**src/sv/mcb_pkg.sv**
```systemverilog
// Shared types and constants of the maze carving backtracker.
package mcb_pkg;

    localparam int CELL_W      = 12;
    localparam int DIR_W       = 2;
    localparam int RAND_W      = 8;
    localparam int SIZE_W      = 7;
    localparam int CFG_IDX_W   = 2;
    localparam int CFG_DATA_W  = 7;
    localparam int DIV_STEPS   = 12;
    localparam int DIV_CNT_W   = 4;
    localparam int NUM_DIRS    = 4;

    // Configuration register indexes
    localparam logic [CFG_IDX_W-1:0] REG_NUM_COLUMNS = 2'd0;
    localparam logic [CFG_IDX_W-1:0] REG_NUM_ROWS    = 2'd1;

    // Carving directions
    localparam logic [DIR_W-1:0] DIR_TOP    = 2'd0;
    localparam logic [DIR_W-1:0] DIR_RIGHT  = 2'd1;
    localparam logic [DIR_W-1:0] DIR_BOTTOM = 2'd2;
    localparam logic [DIR_W-1:0] DIR_LEFT   = 2'd3;

    typedef struct packed {
        logic              restart;
        logic [RAND_W-1:0] random_value;
    } item_t;

    typedef struct packed {
        logic              carved;
        logic [CELL_W-1:0] from_cell;
        logic [DIR_W-1:0]  direction;
        logic [CELL_W-1:0] current_cell;
        logic              done_res;
    } result_t;

    // Controller to datapath commands
    typedef struct packed {
        logic             clr_en;
        logic             restart_load;
        logic             div_load;
        logic             div_step;
        logic             rd_en;
        logic [DIR_W-1:0] rd_dir;
        logic             cap_en;
        logic [DIR_W-1:0] cap_dir;
        logic             carve;
        logic             pop_rd;
        logic             pop_load;
        logic             finish;
        logic             report;
    } ctrl_cmd_t;

    // Datapath to controller status
    typedef struct packed {
        logic item_restart;
        logic finished;
        logic clr_last;
        logic div_last;
        logic can_carve;
        logic stack_empty;
    } ctrl_stat_t;

endpackage

```
**src/sv/mcb_ctrl.sv**
```systemverilog
// Step sequencer of the maze carving backtracker.
module mcb_ctrl
    import mcb_pkg::*;
(
    input  logic       clk,
    input  logic       rst_n,
    input  logic       start,
    output logic       busy,
    input  ctrl_stat_t stat,
    output ctrl_cmd_t  cmd
);

    typedef enum logic [2:0] {
        S_CLEAR,
        S_IDLE,
        S_DIV,
        S_PROBE,
        S_DECIDE,
        S_POP,
        S_REPORT
    } state_t;

    localparam logic [2:0] PROBE_LAST = 3'd4;

    state_t     state_reg, state_next;
    logic [2:0] probe_cnt_reg, probe_cnt_next;
    logic       pending_reg, pending_next;
    logic       busy_reg;

    // Decode commands and next state
    always_comb
    begin
        cmd            = '0;
        state_next     = state_reg;
        probe_cnt_next = probe_cnt_reg;
        pending_next   = pending_reg;
        unique case (state_reg)
            S_CLEAR:
            begin
                cmd.clr_en = 1'b1;
                if (stat.clr_last)
                begin
                    cmd.restart_load = 1'b1;
                    pending_next     = 1'b0;
                    state_next       = pending_reg ? S_REPORT : S_IDLE;
                end
            end
            S_IDLE:
            begin
                if (start)
                begin
                    if (stat.item_restart)
                    begin
                        pending_next = 1'b1;
                        state_next   = S_CLEAR;
                    end
                    else if (stat.finished)
                    begin
                        state_next = S_REPORT;
                    end
                    else
                    begin
                        cmd.div_load = 1'b1;
                        state_next   = S_DIV;
                    end
                end
            end
            S_DIV:
            begin
                cmd.div_step = 1'b1;
                if (stat.div_last)
                begin
                    probe_cnt_next = 3'd0;
                    state_next     = S_PROBE;
                end
            end
            S_PROBE:
            begin
                // Issue one neighbor read a cycle, capture the one before
                cmd.rd_en   = (probe_cnt_reg != PROBE_LAST);
                cmd.rd_dir  = probe_cnt_reg[DIR_W-1:0];
                cmd.cap_en  = (probe_cnt_reg != 3'd0);
                cmd.cap_dir = probe_cnt_reg[DIR_W-1:0] - 2'd1;
                if (probe_cnt_reg == PROBE_LAST)
                begin
                    state_next = S_DECIDE;
                end
                else
                begin
                    probe_cnt_next = probe_cnt_reg + 3'd1;
                end
            end
            S_DECIDE:
            begin
                if (stat.can_carve)
                begin
                    cmd.carve  = 1'b1;
                    state_next = S_IDLE;
                end
                else if (!stat.stack_empty)
                begin
                    cmd.pop_rd = 1'b1;
                    state_next = S_POP;
                end
                else
                begin
                    cmd.finish = 1'b1;
                    state_next = S_IDLE;
                end
            end
            S_POP:
            begin
                cmd.pop_load = 1'b1;
                state_next   = S_IDLE;
            end
            S_REPORT:
            begin
                cmd.report = 1'b1;
                state_next = S_IDLE;
            end
            default:
            begin
                state_next = S_IDLE;
            end
        endcase
    end

    // Hold state and registered busy
    always_ff @(posedge clk or negedge rst_n)
    begin
        if (!rst_n)
        begin
            state_reg     <= S_CLEAR;
            probe_cnt_reg <= 3'd0;
            pending_reg   <= 1'b0;
            busy_reg      <= 1'b1;
        end
        else
        begin
            state_reg     <= state_next;
            probe_cnt_reg <= probe_cnt_next;
            pending_reg   <= pending_next;
            busy_reg      <= (state_next != S_IDLE);
        end
    end

    assign busy = busy_reg;

endmodule

```
**config.mk**
```make
export PLATFORM = sky130hd
export DESIGN_NAME = mcb_ctrl
export DESIGN_NICKNAME = d
export VERILOG_FILES = /design/src/sv/mcb_pkg.sv /design/src/sv/mcb_ctrl.sv
export SDC_FILE = /design/constraint.sdc
export NUM_CORES = 1
export LEC_CHECK = 0
export BUFFER_PORTS_ARGS = -buffer_cell sky130_fd_sc_hd__buf_2
export CAP_MARGIN = 0
export CORE_AREA = 4 4 41 43
export CTS_CLUSTER_SIZE = 10
export DETAILED_ROUTE_END_ITERATION = 7
export DIE_AREA = 0 0 45 47
export GPL_ROUTABILITY_DRIVEN = 0
export PLACE_DENSITY = 0.79
export SLEW_MARGIN = 20
export SYNTH_ARGS = -nofsm -noshare
export SYNTH_HDL_FRONTEND = slang
export SYNTH_SLANG_ARGS = --single-unit
```
**constraint.sdc**
```tcl
create_clock -name clk -period 2.73 [get_ports clk]
set_input_delay 0.1365 -clock clk [delete_from_list [all_inputs] [get_ports clk]]
set_output_delay 0.1365 -clock clk [all_outputs]
set_load 0.05 [all_outputs]
```
==> implementation parameters <==
Parameter                              Value

Synth
  Cell type with the largest total area after synthesis ... sky130_fd_sc_hd__dfrtp_1
  Syn avg cell area ... 8.948 µm²
  Synthesis Warnings ... 0
  Number of synthesized register bits ... 8
  Cells after synthesis ... 66
  Synthesized Nets ... 77
  Share of Yosys cell area claimed by the top area cell type ... 0.2966
  Share of synthesized area occupied by flip-flops and latches ... 0.3411
  Number of distinct library cells after synthesis ... 27
  Cell area after synthesis ... 590.6 µm²
  Top cells by area in the synthesized netlist ... sky130_fd_sc_hd__dfrtp_1 (30%), sky130_fd_sc_hd__nor2_1 (5.7%), sky130_fd_sc_hd__dfstp_2 (4.4%)

Timing
  Hold violation total from the final report ... 0
  Portion of the clock cycle consumed by the worst path in the final layout ... 0.6895
  Number of max-slew violations in the final report ... 0
  Achievable frequency ... 0.5312 GHz
  Post-layout worst setup margin ... 847.6 ps
  Setup TNS after final layout ... 0 ps
  Total of endpoints with negative setup slack in the final report ... 0
  Final worst path period need ... 1882 ps
  RSZ-0062 raised after global routing ... false
  Actual slew at the worst max-slew pin ... 371.7 ps
  Headroom to the max-slew limit ... 0.7502
  Worst-case clock skew ... 13.84 ps

Clock tree
  Setup bufs post-CTS ... 0
  Number of cells upsized or downsized after cts ... 0
  Clock Sinks ... 8
  Clock-pin slew on the worst setup and hold paths ... 60 ps
  # hold bufs at CTS ... 1
  Later-pin clock latency in the skew report ... 260 ps
  CTS tree ... yes
  Cts bufs inserted ... 3
  Clock buffer depth ... 2
  Clock Tree Root ... sky130_fd_sc_hd__clkbuf_4
  H-Tree Depth ... 1

Power and ir drop
  Power density cells ... 1299 nW/µm²
  Combinational share of power ... 0.612
  Clock power share ... 0.102
  Share of power burned in registers ... 0.286
  NetSw ... 0.5423 mW
  Largest vdd supply drop ... 557.2 µV
  Leakage power total ... 0.3759 nW
  Internal power of the cells ... 0.4084 mW
  Switching fraction of total power ... 0.5704

Setup path
  Worst reg2reg path endpoint ... probe_cnt_reg[1]
  Worst reg2reg startpoint ... probe_cnt_reg[0]
  Type of element capturing the critical path ... primary output
  Logic depth of the worst register-to-register path ... 5
  Crit-path cells ... or4b_4 -> nor2_1 -> buf_2
  Worst Path Max Fanout ... 13
  Maximum single-stage delay on the critical path ... 610 ps
  Type of the worst setup path ... flop to primary output
  Worst endpoint required time ... 2590 ps
  Startpoint types ... flop
  Slowest cell on crit path ... sky130_fd_sc_hd__or4b_4
  Crit path DAT ... 1750 ps
  Internal reg-to-reg setup slack ... 1190 ps

GRT
  Global-route wire length before repair ... 2173 µm
  Antenna violations before repair ... 0
  Aggregate global-route resource usage ... 0.1414
  Largest net degree at the start of global routing ... 14
  Via count of the first global-routing pass ... 530
  Grt ovf ... 0

Die
  Initial core utilization ... 0.4538
  Die height ... 47 µm
  Total I/O pin count ... 25
  Area of the die ... 2115 µm²
  Count of standard-cell rows ... 13
  Core Footprint ... 1301 µm²
  Chip width ... 45 µm

Drt
  Initial drt markers ... 12
  Mean number of vias per cell ... 5.226
  Total via count in the routed design ... 554
  Remaining number of nets flagged by the antenna check after routing ... 0
  Detail-routed net length per standard cell ... 12.20 µm
  TritonRoute pass-1 iters ... 4
  Remaining design rule violation count ... 0
  Total Routed Length ... 1293 µm

Min path
  Hold depth ... 2
  Min-delay worst type ... input port to flop
  Start point of the worst hold path ... stat[2]
  Worst Hold Endpoint ... probe_cnt_reg[2]

Cells and area
  Share of the core filled with cells in the final layout ... 0.5625
  Share of layout cells above drive strength 1 ... 0.3846
  Layout Nets ... 103
  Most frequent standard cell in the layout excluding fill and tap cells ... sky130_fd_sc_hd__buf_2
  Highest-count cells in the layout ignoring fill and taps ... sky130_fd_sc_hd__buf_2 (24), sky130_fd_sc_hd__nor2_1 (9), sky130_fd_sc_hd__dfrtp_1 (7)
  Register Area ... 201.4 µm²
  Combined area of the multi-input logic cells ... 332.8 µm²
  Fillers ... 131
  Growth of design area from synthesis to finish ... 23.94%
  Total inserted antenna cells ... 0

Placed design
  Placement Setup Slack ... 1136 ps
  Final HPWL DP ... 1039 µm
  Number of buffers inserted by port buffering ... 24

Run
  Max capacitance violation total ... 0

Run status
  Run status ... complete, no violations
==> power by group through the flow <==
| stage | Combinational [mW] | Sequential, mW | Clock (mW) |
|---|---|---|---|
| after CTS | 0.585 | 0.271 | 0.102 |
| after floorplan | 0.533 | 0.237 | 0 |
| after global routing | 0.631 | 0.286 | 0.104 |
| after global placement | 0.578 | 0.266 | 0 |
| final | 0.582 | 0.272 | 0.0966 |
| after detailed placement | 0.583 | 0.273 | 0 |
==> metal layers <==
layer	up-vias	GRT usage	share of wire
met3	2	0.01916	0.054
met4	0	0.08772	0.013
met5	-	0	0
li1	280	-	-
met1	260	0.1714	0.41
met2	12	0.2373	0.52
==> area by class of cell <==
| cell class | instances | share of cell area |
|---|---|---|
| multi-input combinational | 48 | 0.4547 |
| sequential | 8 | 0.2752 |
| timing repair buffer | 25 | 0.1778 |
| clock buffer | 4 | 0.03590 |
| inverter | 6 | 0.03077 |
| tap | 15 | 0.02564 |
==> cells in the mapped netlist <==
| library cell | instances |
|---|---|
| sky130_fd_sc_hd__nor2_1 | 9 |
| sky130_fd_sc_hd__dfrtp_1 | 7 |
| sky130_fd_sc_hd__inv_1 | 6 |
| sky130_fd_sc_hd__a21oi_1 | 5 |
| sky130_fd_sc_hd__nand2_1 | 4 |
| sky130_fd_sc_hd__nand3_1 | 4 |
| sky130_fd_sc_hd__buf_4 | 3 |
| sky130_fd_sc_hd__nand2b_1 | 3 |
| sky130_fd_sc_hd__nor3b_1 | 3 |
| sky130_fd_sc_hd__and3_1 | 2 |
| sky130_fd_sc_hd__ha_1 | 2 |
| sky130_fd_sc_hd__nand3b_1 | 2 |
| sky130_fd_sc_hd__o21ai_0 | 2 |
| sky130_fd_sc_hd__a221oi_1 | 1 |
| sky130_fd_sc_hd__a2bb2oi_2 | 1 |
| sky130_fd_sc_hd__and3b_2 | 1 |
| sky130_fd_sc_hd__and4bb_2 | 1 |
| sky130_fd_sc_hd__buf_6 | 1 |
| sky130_fd_sc_hd__dfstp_2 | 1 |
| sky130_fd_sc_hd__mux2i_1 | 1 |
| sky130_fd_sc_hd__nor3_1 | 1 |
| sky130_fd_sc_hd__nor4_2 | 1 |
| sky130_fd_sc_hd__nor4b_4 | 1 |
| sky130_fd_sc_hd__o2111ai_1 | 1 |
| sky130_fd_sc_hd__or3_1 | 1 |
| sky130_fd_sc_hd__or3b_2 | 1 |
| sky130_fd_sc_hd__or4b_4 | 1 |
==> through the flow <==
| stage | hold WS (ps) | instance area, µm² | power, mW | instances |
|---|---|---|---|---|
| after global placement | -17.80 | 695.7 | 0.8437 | 101 |
| after global routing | 91.90 | 732.0 | 1.021 | 106 |
| final | 85.61 | 732.0 | 0.9508 | 106 |
| after floorplan | -159.1 | 590.6 | 0.7697 | 66 |
| after detailed placement | -16.90 | 695.7 | 0.8561 | 101 |
| after CTS | 79.39 | 732.0 | 0.9583 | 106 |
==> cell families after synthesis <==
kind of cell,after synthesis,synth area share
compound gates,10,0.1144
fa+ha+maj,2,0.04237
buf+inv,10,0.09533
flops,8,0.3411
mux,1,0.01695
simple gates,35,0.3898
==> worst max-delay path, delay by kind of cell, from the launching register on <==
| family | cells | cell delay, ps |
|---|---|---|
| simple gates | 2 | 700 |
| buf+inv | 1 | 260 |
| flops | 1 | 510 |
==> worst max path at each step <==
stage / start / end / slack, ps / depth (start not counted)
global route: state_reg[0] / cmd[1] / 740 / 3
finish: state_reg[0] / cmd[1] / 850 / 3
CTS: state_reg[0] / cmd[3] / 840 / 3
floorplan: state_reg[2] / probe_cnt_reg[2] / 490 / 3
global placement: state_reg[0] / cmd[3] / 1170 / 3
detailed placement: state_reg[0] / cmd[3] / 1140 / 3
Power figures use the tool's default switching activity.
